## config.mk

```make
export PLATFORM = sky130hd
export DESIGN_NAME = lzid_fifo
export DESIGN_NICKNAME = d
export VERILOG_FILES = /design/src/rtl/core/lzid_fifo.sv
export SDC_FILE = /design/constraint.sdc
export NUM_CORES = 1
export LEC_CHECK = 0
export BUFFER_PORTS_ARGS = -buffer_cell sky130_fd_sc_hd__buf_2
export CORE_ASPECT_RATIO = 0.9
export CORE_MARGIN = 2
export CORE_UTILIZATION = 45
export CTS_BUF_LIST = sky130_fd_sc_hd__clkbuf_4
export CTS_CLUSTER_DIAMETER = 40
export CTS_CLUSTER_SIZE = 24
export DETAILED_ROUTE_END_ITERATION = 6
export PLACE_DENSITY = 0.63
export SLEW_MARGIN = 5
export SYNTH_ARGS = -nofsm -noshare
export SYNTH_HDL_FRONTEND = slang
export SYNTH_SLANG_ARGS = --single-unit
```

## constraint.sdc

```tcl
create_clock -name i_clk -period 2.9 [get_ports i_clk]
set_input_delay 0.58 -clock i_clk [delete_from_list [all_inputs] [get_ports i_clk]]
set_output_delay 0.58 -clock i_clk [all_outputs]
set_load 0.01 [all_outputs]
```

## src/rtl/core/lzid_fifo.sv

```systemverilog
module lzid_fifo #(
    parameter int DATA_W = 8,
    parameter int DEPTH  = 4
) (
    input  logic              i_clk,
    input  logic              i_rst_n,
    input  logic              i_push,
    input  logic [DATA_W-1:0] i_data,
    output logic              o_full,
    input  logic              i_pop,
    output logic [DATA_W-1:0] o_data,
    output logic              o_empty
);

    localparam int AW = (DEPTH > 1) ? $clog2(DEPTH) : 1;
    localparam int CW = $clog2(DEPTH + 1);

    logic [DATA_W-1:0] r_mem [DEPTH];
    logic [AW-1:0]     r_wr;
    logic [AW-1:0]     r_rd;
    logic [CW-1:0]     r_cnt;
    logic              push_ok;
    logic              pop_ok;

    assign o_full  = (r_cnt == CW'(DEPTH));
    assign o_empty = (r_cnt == '0);
    assign push_ok = i_push && !o_full;
    assign pop_ok  = i_pop && !o_empty;
    assign o_data  = r_mem[r_rd];

    always_ff @(posedge i_clk) begin
        if (push_ok) begin
            r_mem[r_wr] <= i_data;
        end
    end

    always_ff @(posedge i_clk) begin
        if (!i_rst_n) begin
            r_wr  <= '0;
            r_rd  <= '0;
            r_cnt <= '0;
        end else begin
            if (push_ok) begin
                r_wr <= (r_wr == AW'(DEPTH - 1)) ? '0 : r_wr + 1'b1;
            end
            if (pop_ok) begin
                r_rd <= (r_rd == AW'(DEPTH - 1)) ? '0 : r_rd + 1'b1;
            end
            if (push_ok && !pop_ok) begin
                r_cnt <= r_cnt + 1'b1;
            end else if (pop_ok && !push_ok) begin
                r_cnt <= r_cnt - 1'b1;
            end
        end
    end

endmodule

```

==> out/qor.yml <==
outcome:
  status: "complete, no violations"
grt:
  grt_pass1_wl_um: 3990
  antenna_found_initial: 0
  grt_max_degree: 13
  overflow: 0
  track_usage_pct: 14.4
  grt_pass1_vias: 867
placement:
  io_buffers: 21
  place_area_um2: 1780
  routabilityCongestion: 0.708
  dp_hpwl_um: 1680
  place_ws_ps: 591
yosys:
  synthTopCellsByArea: "edfxtp_1 59%, dfxtp_1 11%, mux4_2 11%"
  yosysTopAreaCellShare_pct: 58.9
  synth_top_family_by_area: "multiplexers"
  muxShareOfSynthArea_pct: 12.9
  yosysWarnings: 0
  synth_compound_area_share_pct: 1.84
  synth_nets: 112
  synth_adder_area_share_pct: 5.83
  synth_top_area_cell: "edfxtp_1"
  netlist_area_um2: 1630
  synthesis.instances: 93
  synth_simple_gate_area_share_pct: 6.60
  synth_seq_area_share_pct: 70.0
  synthXorXnorAreaFrac_pct: 1.07
  post_synth.cell_area_avg_um2: 17.5
  synth-seq-cells: 41
  synth_cell_types: 23
clocking:
  clk_latency_ps: 340
  cts_inserted_buffers: 5
  postCtsSetupRepairBufs: 0
  hold_buffers: 0
  postCtsResizedCells: 0
  clockBufferDepth: 2
  cts_root_buffer: "clkbuf_4"
  htreeDepth: 2
  cts_tree: "yes"
  numClockSinks: 41
  clk_pin_slew_worst_paths_ps: 110
finish:
  fin_area_um2: 1860
  num_antenna_cells: 0
  drive_above_1_share_pct: 31.9
  fin_nets: 137
  area_growth_pct: 14.0
job:
  drv_cap: 0
floorplan:
  die_area_um2: 4120
  fp.coreArea_um2: 3430
  rows: 20
  io_pins: 22
  initial_core_util_pct: 47.6
  chipWidth_um: 67.4
  die_h_um: 61.1
sta:
  max-slew-margin-rel_pct: 62.3
  setup_ws_ps: 542
  finClkSkew_ps: 7.24
  rsz0062_at_grt: "false"
  tns_ps: 0
  whs_ps: 444
  fmax_ghz: 0.424
  finalMaxSlewViolations: 0
  min_period_over_period_pct: 81.3
  setup_viol: 0
  hold_viol: 0
  period_minus_slack_ps: 2360
  max_slew.worst_pin.slew_ps: 565
detailed_routing:
  via_per_inst: 5.02
  wl_per_cell_um: 14.9
  num_vias: 818
  drcViolationCount: 0
  wirelength_um: 2420
  drtIter0Drc: 48
  drtAntennaViolNets: 0
  dr.pass1.iters: 4
worst_setup_path:
  rr_startpoint: "r_cnt[0]$_SDFFE_PN0P_"
  reg2regPathDepth: 7
  crit_type: "reg -> out"
  required_ps: 2320
  cp-start-kind: "flop"
  cp.arrival_ps: 1780
  rrSetupSlack_ps: 580
  crit_path_end_kind: "primary output"
  crit_fanout: 8
  r2r_end: "r_cnt[2]$_SDFFE_PN0P_"
min_path:
  hold_end: "r_mem[3][6]$_DFFE_PP_"
  hold_path_depth: 1
  min_from: "i_data[6]"
  hp-class: "in -> reg"
pwr:
  power.total_mw: 1.54
  p_per_area_nw_per_um2: 826
  p_leak_nw: 0.680
  peakVddDrop_mv: 0.377
[layout by cell type (no fill, tap or decap), drive strengths merged]
| master | netlist | layout |
|---|---|---|
| mux2i | 3 | 3 |
| and2 | 5 | 5 |
| a21boi | 1 | 1 |
| or3 | 1 | 1 |
| nor2 | 2 | 2 |
| xor2 | 1 | 1 |
| bufinv | 0 | 1 |
| nand2 | 6 | 6 |
| mux4 | 8 | 8 |
| fa | 1 | 1 |
| nor3b | 1 | 1 |
| dfxtp | 9 | 9 |
| nor2b | 2 | 2 |
| clkbuf | 1 | 6 |
| clkinv | 0 | 1 |
| xnor2 | 1 | 1 |
| nor3 | 1 | 1 |
| nand3 | 2 | 2 |
| buf | 3 | 22 |
| o31ai | 1 | 1 |
| edfxtp | 32 | 32 |
| inv | 3 | 3 |
| o21ai | 3 | 3 |
| ha | 6 | 6 |
[report_power, final]
group	internal (mW)	total (mW)	switching [mW]	leakage [nW]
Combinational	0.202	0.373	0.171	0.269
Clock	0.189	0.362	0.173	0.0433
Sequential	0.722	0.801	0.0785	0.367
[synthesized netlist by cell type]
cell,instances
xnor2_1,1
a21boi_0,1
buf_1,1
mux2i_1,3
o21ai_0,3
o31ai_1,1
edfxtp_1,32
and2_1,5
inv_1,3
or3_1,1
nor3b_2,1
fa_1,1
dfxtp_1,9
nand2_1,6
nor2b_1,2
ha_1,6
nand3_1,2
nor3_1,1
nor2_1,2
clkbuf_1,1
mux4_2,8
xor2_1,1
buf_2,2
[registers in the layout, indices dropped and copies added, names as in the netlist, named ones only]
name / cells
r_mem: 32
r_wr: 2
r_rd: 2
r_cnt: 3
[cell families (layout without fill, tap and decap cells)]
family	Yosys count	count (layout)
DFF	41	41
and+or+nand+nor	20	20
muxes	11	11
adders and majority gates	7	7
buffers and inverters	7	33
AOI/OAI and AO/OA	5	5
xor gates and xnor gates	2	2
[metal layers]
layer  vias to the layer above  track usage [%]  share of wire, %  routed length, µm
li1                        401                -                 -                  -
met1                       399             17.2                43               1030
met2                        14             23.6                52               1260
met3                         4             4.39               3.8                 93
met4                         0             7.87               1.4                 33
met5                         -                0                 0                  0
[critical path, cell delays in order (launching register included)]
cell     delay (ps)
dfxtp_1         700
mux4_2          580
buf_2           150
[cell type report]
cell class | instances | area (µm²)
clock inverter | 2 | 33.8
clock buffer | 6 | 45.0
multi-input combinational | 45 | 460
tap | 44 | 55.1
inverter | 3 | 11.3
sequential | 41 | 1140
timing repair buffer | 22 | 113
fill | 291 | 1570
[through the flow]
stage,utilization (%),instances
after global placement,51.9,155
after CTS,54.2,163
after floorplan,-,93
after detailed placement,51.9,155
final,54.2,163
after global routing,54.2,163
[worst max-delay path by stage]
stage                                from                     to  cells past startpoint
global route        r_cnt[0]$_SDFFE_PN0P_  r_cnt[2]$_SDFFE_PN0P_                      7
finish                               flop              o_data[0]                      2
global placement    r_cnt[0]$_SDFFE_PN0P_  r_cnt[2]$_SDFFE_PN0P_                      7
CTS                                  flop              o_data[0]                      2
detailed placement  r_cnt[0]$_SDFFE_PN0P_  r_cnt[2]$_SDFFE_PN0P_                      7
floorplan           r_cnt[0]$_SDFFE_PN0P_  r_cnt[2]$_SDFFE_PN0P_                      7
Power figures use the tool's default switching activity.
