===== src/rtl/core/lzid_pkg.sv =====
package lzid_pkg;

    // fixed field widths
    localparam int BYTE_W     = 8;
    localparam int CNT_W      = 20;
    localparam int LEN_W      = 6;
    localparam int DIST_W     = 12;
    localparam int FLAG_CNT_W = 4;
    localparam int CFG_IDX_W  = 2;

    localparam logic [LEN_W-1:0]      MIN_MATCH      = LEN_W'(3);
    localparam logic [FLAG_CNT_W-1:0] FLAGS_PER_CTRL = FLAG_CNT_W'(8);
    localparam logic [BYTE_W-1:0]     ALPHA_INDEX    = '0;

    // configuration register indexes
    localparam logic [CFG_IDX_W-1:0] REG_PIXEL_COUNT   = 2'd0;
    localparam logic [CFG_IDX_W-1:0] REG_NARROW_LENGTH = 2'd1;
    localparam logic [CFG_IDX_W-1:0] REG_ALPHA_COLOR   = 2'd2;

    typedef enum logic [1:0] {
        PH_CONTROL = 2'd0,
        PH_ITEM    = 2'd1,
        PH_HIGH    = 2'd2
    } t_phase;

    typedef enum logic [1:0] {
        B_IDLE  = 2'd0,
        B_READ  = 2'd1,
        B_WRITE = 2'd2
    } t_back_state;

    // one decoded operation for the copy engine
    typedef struct packed {
        logic              is_copy;
        logic [BYTE_W-1:0] lit;
        logic [LEN_W-1:0]  len;
        logic [DIST_W-1:0] distance;
    } t_cmd;

    typedef struct packed {
        logic [BYTE_W-1:0] pixel_value;
        logic              last_of_run;
        logic              image_done;
    } t_pix;

endpackage


===== src/rtl/core/lzid_front.sv =====
module lzid_front (
    input  logic                                i_clk,
    input  logic                                i_rst_n,
    input  logic                                i_accept,
    input  logic [lzid_pkg::BYTE_W-1:0]         i_byte,
    input  logic [lzid_pkg::CNT_W-1:0]          i_limit,
    input  logic                                i_narrow,
    input  logic [lzid_pkg::BYTE_W-1:0]         i_alpha,
    output logic                                o_cmd_push,
    output lzid_pkg::t_cmd                      o_cmd
);

    lzid_pkg::t_phase                      r_phase, n_phase;
    logic [lzid_pkg::BYTE_W-1:0]           r_flags, n_flags;
    logic [lzid_pkg::FLAG_CNT_W-1:0]       r_flags_left, n_flags_left;
    logic [lzid_pkg::BYTE_W-1:0]           r_low, n_low;
    logic [lzid_pkg::CNT_W-1:0]            r_count, n_count;

    logic                                  complete;
    logic                                  take_item;
    logic                                  high_byte;
    logic [2*lzid_pkg::BYTE_W-1:0]         word;
    logic [lzid_pkg::LEN_W-1:0]            len_raw;
    logic [lzid_pkg::LEN_W-1:0]            len_eff;
    logic [lzid_pkg::DIST_W-1:0]           distance;
    logic [lzid_pkg::CNT_W-1:0]            remaining;
    logic [lzid_pkg::FLAG_CNT_W-1:0]       left_dec;

    // front keeps its own pixel tally so it knows at once when the image is complete
    assign complete  = (r_count >= i_limit);
    assign take_item = (r_phase == lzid_pkg::PH_ITEM) && (r_flags_left != '0);
    assign high_byte = !take_item && (r_phase == lzid_pkg::PH_HIGH);
    assign word      = {i_byte, r_low};
    assign len_raw   = i_narrow
                     ? lzid_pkg::LEN_W'(word[3:0]) + lzid_pkg::MIN_MATCH
                     : lzid_pkg::LEN_W'(word[4:0]) + lzid_pkg::MIN_MATCH;
    assign distance  = i_narrow ? word[15:4] : {1'b0, word[15:5]};
    assign remaining = i_limit - r_count;
    // a copy that overruns the image is cut short
    assign len_eff   = (remaining < lzid_pkg::CNT_W'(len_raw))
                     ? remaining[lzid_pkg::LEN_W-1:0] : len_raw;
    assign left_dec  = (r_flags_left != '0) ? r_flags_left - 1'b1 : '0;

    // next state
    always_comb begin
        n_phase      = r_phase;
        n_flags      = r_flags;
        n_flags_left = r_flags_left;
        n_low        = r_low;
        n_count      = r_count;
        if (i_accept && !complete) begin
            if (take_item && !r_flags[0]) begin
                n_low   = i_byte;
                n_phase = lzid_pkg::PH_HIGH;
            end else if (take_item || high_byte) begin
                n_count      = take_item ? r_count + 1'b1
                                         : r_count + lzid_pkg::CNT_W'(len_eff);
                n_flags      = r_flags >> 1;
                n_flags_left = left_dec;
                n_phase      = (left_dec == '0) ? lzid_pkg::PH_CONTROL : lzid_pkg::PH_ITEM;
                if (n_count >= i_limit) begin
                    n_phase      = lzid_pkg::PH_CONTROL;
                    n_flags_left = '0;
                    n_flags      = '0;
                end
            end else begin
                n_flags      = i_byte;
                n_flags_left = lzid_pkg::FLAGS_PER_CTRL;
                n_phase      = lzid_pkg::PH_ITEM;
            end
        end
    end

    // outputs
    always_comb begin
        o_cmd_push     = i_accept && !complete && ((take_item && r_flags[0]) || high_byte);
        o_cmd.is_copy  = high_byte;
        o_cmd.lit      = (i_byte == i_alpha) ? lzid_pkg::ALPHA_INDEX : i_byte;
        o_cmd.len      = high_byte ? len_eff : lzid_pkg::LEN_W'(1);
        o_cmd.distance = distance;
    end

    always_ff @(posedge i_clk) begin
        if (!i_rst_n) begin
            r_phase      <= lzid_pkg::PH_CONTROL;
            r_flags      <= '0;
            r_flags_left <= '0;
            r_low        <= '0;
            r_count      <= '0;
        end else begin
            r_phase      <= n_phase;
            r_flags      <= n_flags;
            r_flags_left <= n_flags_left;
            r_low        <= n_low;
            r_count      <= n_count;
        end
    end

endmodule


===== config.mk =====
export PLATFORM = sky130hd
export DESIGN_NAME = lzid_front
export DESIGN_NICKNAME = d
export VERILOG_FILES = /design/src/rtl/core/lzid_pkg.sv /design/src/rtl/core/lzid_front.sv
export SDC_FILE = /design/constraint.sdc
export NUM_CORES = 1
export LEC_CHECK = 0
export BUFFER_PORTS_ARGS = -buffer_cell sky130_fd_sc_hd__buf_2
export CAP_MARGIN = 20
export CORE_AREA = 2 2 96 98
export CTS_BUF_LIST = sky130_fd_sc_hd__clkbuf_4
export CTS_CLUSTER_SIZE = 20
export DETAILED_ROUTE_END_ITERATION = 10
export DIE_AREA = 0 0 98 100
export PLACE_DENSITY_LB_ADDON = 0.12
export SLEW_MARGIN = 20
export SYNTH_ARGS = -nofsm -noshare
export SYNTH_HDL_FRONTEND = slang
export SYNTH_SLANG_ARGS = --single-unit
export TNS_END_PERCENT = 20

===== constraint.sdc =====
create_clock -name i_clk -period 15.2 [get_ports i_clk]
set_input_delay 0.76 -clock i_clk [delete_from_list [all_inputs] [get_ports i_clk]]
set_output_delay 0.76 -clock i_clk [all_outputs]
set_load 0.05 [all_outputs]

==> results of run 1 <==
[per-stage QoR]
stage / instance area (sq um) / worst slack, ns / instances
floorplan: 4756 / 7.301 / 642
global placement: 5115 / 6.386 / 795
detailed placement: 5115 / 6.055 / 795
CTS: 5172 / 6.425 / 803
global route: 5180 / 5.711 / 803
finish: 5180 / 6.476 / 803
[routing by layer]
metal	track usage	vias to the layer above	part of all wire
li1	-	2430	-
met1	0.3978	2288	0.49
met3	0.02786	27	0.043
met2	0.4283	125	0.45
met4	0.08333	0	0.023
met5	0	-	0
[worst paths after layout]
path	to	startpoint	cells past startpoint	slack [ns]
setup / recovery	r_flags_left[2]$_SDFFE_PN0P_	i_limit[4]	32	6.48
setup reg to reg	r_flags_left[2]$_SDFFE_PN0P_	r_count[3]$_SDFFE_PN0P_	32	6.52
hold / removal	r_count[19]$_SDFFE_PN0P_	r_count[19]$_SDFFE_PN0P_	2	0.46
hold reg to reg	r_count[19]$_SDFFE_PN0P_	r_count[19]$_SDFFE_PN0P_	2	0.46
[registers in the layout, summed over array words and instances, names as in the netlist]
signal,cells
r_flags,8
r_flags_left,4
r_count,20
r_phase,2
r_low,8
[cell usage in the layout, fill, tap and decap left out, drive strengths merged, types with 13 or more instances in the layout]
master / n
xor2: 13
o21ai: 47
a211oi: 14
a21oi: 46
xnor2: 26
a21o: 21
nand3: 23
mux2: 13
ha: 52
dfxtp: 42
nor2: 43
inv: 65
buf: 68
nand2: 60
[final cells by class]
class	count	area (sq um)	area share
clock buffer	6	45.04	0.008696
sequential	42	840.8	0.1623
timing repair buffer	68	342.8	0.06618
tap	111	138.9	0.02681
clock inverter	2	12.51	0.002415
multi-input combinational	510	3560	0.6872
inverter	64	240.2	0.04638
[logic make-up (layout without fill, tap and decap cells)]
kind of cell | Yosys count | after routing | synth area share
xor+xnor | 39 | 39 | 0.07182
flops | 42 | 42 | 0.1768
buf+inv | 90 | 140 | 0.07708
mux | 22 | 22 | 0.04972
simple gates | 210 | 210 | 0.2221
compound gates | 185 | 185 | 0.2573
fa+ha+maj | 54 | 54 | 0.1452
[worst max-delay path, delay by kind of cell]
family	cells	cell delay, ns
buf+inv	2	0.17
fa+ha+maj	5	1.56
compound gates	14	4.00
mux	1	0.18
simple gates	8	1.88
xor+xnor	2	0.48
[power by group]
part	total, mW	internal, mW	leakage, nW	switching [mW]
Sequential	0.115	0.113	0.341	0.00220
Combinational	0.101	0.0344	1.83	0.0662
Clock	0.0584	0.0201	0.0337	0.0383
==> out/qor.yml, run 1 <==
timing:
  finalSetupViolCount: 0
  worst_slew_pin_slew_ns: 1.060
  max_freq_mhz: 114.6
  finalSetupTns_ns: 0
  layout_min_cycle_time_ns: 8.724
  slew_headroom: 0.2890
  period_share: 0.5739
  worst_hold_slack_ns: 0.4629
  report.final.slew_viol_count: 0
  final-hold-violation-count: 0
  finClkSkew_ns: 0.01111
  rsz0062_at_grt: "no"
route:
  drt-initial-drc-count: 281
  num_vias: 4870
  dr.pass1.iters: 4
  drcViolationCount: 0
  post_drt_wl_per_cell_um: 16.97
  ant_nets: 0
  viasPerCell: 6.065
  finalWirelength_mm: 13.62
worst_setup_path:
  cp-end-kind: "register"
  startpoint_type: "input pin"
  cp_max_fo: 9
  cpMaxStageDelayCell: "a211oi_1"
  crit_top_cell: "ha_1"
  critical_path_class: "input pin to register"
  cp_slowest_stage_delay_ns: 0.89
  worstPathRequired_ns: 15.50
  crit_arrival_ns: 9.03
clock_tree:
  cts_tree: "yes"
  clk_latency_ns: 0.36
  clk_pin_slew_ns: 0.13
  post_cts.repair.setup_buffers: 0
  cts-root-buf: "clkbuf_4"
  cts_made_buffers: 5
  cts_hold_buffers: 0
  clkSinkCount: 42
  clockBufferDepth: 2
  cts_resized: 0
  htreeDepth: 2
flow_run:
  drv_cap: 0
global_routing:
  grt_usage: 0.2733
  grt_pass1_wl_mm: 21.92
  grt_pass1_vias: 4485
  overflow: 0
  antenna_found_initial: 0
  grt_max_degree: 36
floorplanning:
  io_pins: 68
  chipHeight_um: 100
  initial_core_util: 0.5350
  die_area_sq_um: 9800
  coreArea_sq_um: 8890
  die_w_um: 98
  placementRows: 35
placement:
  gp_congestion: 0.9715
  port_buffers: 67
  place_hpwl_mm: 11.09
finish:
  utilization: 0.5827
  area.growth.synth_to_final_pct: 8.919
  fin_nets: 785
  fillerInstances: 861
  drive_gt1_frac: 0.1431
  antenna_cells: 0
synth:
  yosys_warnings: 0
  synth_top_area_frac: 0.1768
  avgSynthCellArea_sq_um: 7.408
  netlist_top_cells_area: "dfxtp_1 18%, ha_1 14%, inv_1 5.1%, xnor2_1 4.8%, nand2_1 4.7%"
  synth_area_sq_um: 4756
  yosys_register_bits: 42
  async_flop_share: 0
  synth_most_common_cell: "inv_1"
  synth_cell_types: 63
  postSynthCellCount: 642
  synth_ff_type: "dfxtp_1"
  yosys.area.top_type: "dfxtp_1"
  synth_commonest_cells: "64 x inv_1, 60 x nand2_1, 52 x ha_1"
  synth_fp_nets: 736
  synth_edf_count: 0
  ys_seq_area_frac: 0.1768
power_and_ir_drop:
  total_leakage_power_nw: 2.204
  peakVddDrop_mv: 0.04729
  p_per_area_nw_per_um2: 52.98
  report.power.total_mw: 0.2744
run_status:
  outcome: "finished, final reports clean"
hold_path:
  hold_class: "register to register"
Power figures use the tool's default switching activity.
==> run 2: changes to the inputs <==
==> constraint.sdc (replaced) <==
create_clock -name i_clk -period 7.1 [get_ports i_clk]
set_input_delay 0.355 -clock i_clk [delete_from_list [all_inputs] [get_ports i_clk]]
set_output_delay 0.355 -clock i_clk [all_outputs]
set_load 0.05 [all_outputs]
==> run 2 against run 1 <==
Effect of this change:
- via count is 4.3% higher
- die area stayed put
- sequential cell count stayed put
- critical path depth is 2 higher
==> out/qor.yml, run 2 (same netlist as run 1, synthesis figures left out) <==
route:
  num_vias: 5077  # +4.3%
  drcViolationCount: 0  # unchanged
  ant_nets: 0  # unchanged
  viasPerCell: 5.973  # -1.5%
  post_drt_wl_per_cell_um: 16.45  # -3.0%
  finalWirelength_mm: 13.98  # +2.6%
  drt-initial-drc-count: 249  # -11%
  dr.pass1.iters: 5  # +1
timing:
  report.final.slew_viol_count: 0  # unchanged
  finalSetupViolCount: 0  # unchanged
  layout_min_cycle_time_ns: 6.798
  slew_headroom: 0.3322  # +0.04318
  finClkSkew_ns: 0.01529  # +0.004176 ns
  max_freq_mhz: 147.1
  final-hold-violation-count: 0  # unchanged
  worst_slew_pin_slew_ns: 1.001  # -0.05939 ns
  worst_hold_slack_ns: 0.2865  # -0.1764 ns
  period_share: 0.9575
  timing.final.ws_setup_ns: 0.3020  # -6.174 ns
power_and_ir_drop:
  report.power.total_mw: 0.6132  # +120%
  total_leakage_power_nw: 2.437  # +11%
  peakVddDrop_mv: 0.08849  # +87%
  power.share.clock: 0.216  # +0.003
  p_sw_frac: 0.3977  # +0.009024
  p_int_mw: 0.3693  # +120%
  p_seq_frac: 0.403  # -0.018
  p_per_area_nw_per_um2: 108.9  # +110%
  power_frac_comb: 0.381  # +0.014
  switching_power_mw: 0.2439  # +130%
clock_tree:
  clk_pin_slew_ns: 0.14  # about the same
  htreeDepth: 2  # unchanged
  clk_latency_ns: 0.37  # about the same
  clockBufferDepth: 2  # unchanged
  cts_made_buffers: 5  # unchanged
  cts_tree: "yes"
  cts-root-buf: "clkbuf_4"
  clkSinkCount: 42  # unchanged
finish:
  area.growth.synth_to_final_pct: 18.36
  final_cell_mix: "68 x buf_2, 64 x inv_1, 60 x nand2_1, 52 x ha_1, 47 x buf_4"
  fin_area_sq_um: 5629  # +8.7%
  fin_nets: 832  # +6.0%
  final_common_cell: "buf_2"
  top_regs: "r_count (20), r_flags (8), r_low (8)"
  largest_register_ffs: 20  # unchanged
  antenna_cells: 0  # unchanged
  drive_gt1_frac: 0.2273  # +0.08427
  top_register: "r_count"
global_routing:
  grt_pass1_vias: 4692  # +4.6%
  antenna_found_initial: 0  # unchanged
  grt_usage: 0.2774  # +0.004117
  overflow: 0  # unchanged
  grt_pass1_wl_mm: 22.51  # +2.7%
  grt_max_degree: 36  # unchanged
floorplanning:
  coreArea_sq_um: 8890  # unchanged
  chipHeight_um: 100  # unchanged
  io_pins: 68  # unchanged
  initial_core_util: 0.5350  # unchanged
  die_w_um: 98  # unchanged
  die_area_sq_um: 9800  # unchanged
  placementRows: 35  # unchanged
placement:
  dpl_cell_area_sq_um: 5426  # +6.1%
  dp_slack_ns: -0.1867  # -6.242 ns
  port_buffers: 67  # unchanged
  gp_congestion: 1.010  # +3.9%
  place_hpwl_mm: 11.05  # -0.41%
worst_setup_path:
  crit_top_cell: "ha_1"
  startpoint_type: "register"
  cp_max_fo: 6  # -3
  critical_path_class: "register to register"
  crit_arrival_ns: 7.08  # -1.95 ns
  cp-end-kind: "register"
  cp_slowest_stage_delay_ns: 0.58  # -0.31 ns
  cpMaxStageDelayCell: "or4_4"
  worstPathRequired_ns: 7.38  # -8.12 ns
flow_run:
  drv_cap: 0  # unchanged
run_status:
  outcome: "finished, final reports clean"
hold_path:
  hold_class: "input pin to register"
run 2: changes by cell type in the layout (fill, tap and decap cells not counted), sizes merged:
cell / before / now
buf: 68 / 115
clkinvlp: 0 / 2
clkbuf: 6 / 5
clkinv: 1 / 0
run 2: layout make-up:
| cell class | instances | area [sq um] |
|---|---|---|
| multi-input cells | 510 | 3650 |
| fillers | 838 | 3261 |
| flip-flops and latches | 42 | 845.8 |
| repair buffers | 115 | 693.2 |
| inverters | 64 | 240.2 |
| well taps | 111 | 138.9 |
| clock buffers | 5 | 37.54 |
| clock inverters | 3 | 23.77 |
run 2: worst paths after layout:
check	from	to	slack, ns	cells after the start
setup / recovery	r_count[1]$_SDFFE_PN0P_	r_flags_left[1]$_SDFFE_PN0P_	0.30	34
hold reg to reg	r_flags[7]$_SDFFE_PN0P_	r_flags[7]$_SDFFE_PN0P_	0.47	2
setup reg to reg	r_count[1]$_SDFFE_PN0P_	r_flags_left[1]$_SDFFE_PN0P_	0.30	34
hold / removal	i_byte[7]	r_low[7]$_SDFFE_PN0P_	0.29	3
run 2: what timing repair did:
item / CTS / global route
setup endpoints to repair: 12 / 12
pin swaps: 1 / 9
hold endpoints to repair: 0 / 0
hold buffers: 0 / 0
gates cloned: 0 / 1
resized for setup: 4 / 23
buffers inserted: 1 / 5
run 2: per-stage QoR:
stage | std cells | TNS (ns) | util
6_report | 850 | 0 | 0.6332
3_3_place_gp | 835 | 0 | 0.6104
3_5_place_dp | 835 | -1.330 | 0.6104
4_1_cts | 844 | 0 | 0.6189
2_1_floorplan | 642 | 0 | -
5_1_grt | 850 | -0.5971 | 0.6332
run 2: per-layer routing:
metal	wire length, um	up-vias	part of all wire	track usage
met5	0	-	0	0
met4	278	0	0.020	0.06624
met3	856	26	0.061	0.03830
met2	6672	199	0.48	0.4779
met1	6175	2341	0.44	0.3693
li1	-	2511	-	-
run 2: critical path, delay by kind of cell (launching register included):
family,cells,cell delay (ns)
AOI/OAI and AO/OA,17,2.60
xor gates and xnor gates,2,0.40
adders and majority gates,4,1.22
buffers and inverters,5,0.65
DFF,1,0.36
and+or+nand+nor,6,1.48
run 2: power by group through the flow:
stage | registers (mW) | clock network (mW) | logic, mW
floorplan | 0.251 | 0 | 0.155
global placement | 0.252 | 0 | 0.218
detailed placement | 0.252 | 0 | 0.222
CTS | 0.247 | 0.138 | 0.224
global route | 0.248 | 0.150 | 0.255
finish | 0.247 | 0.133 | 0.234
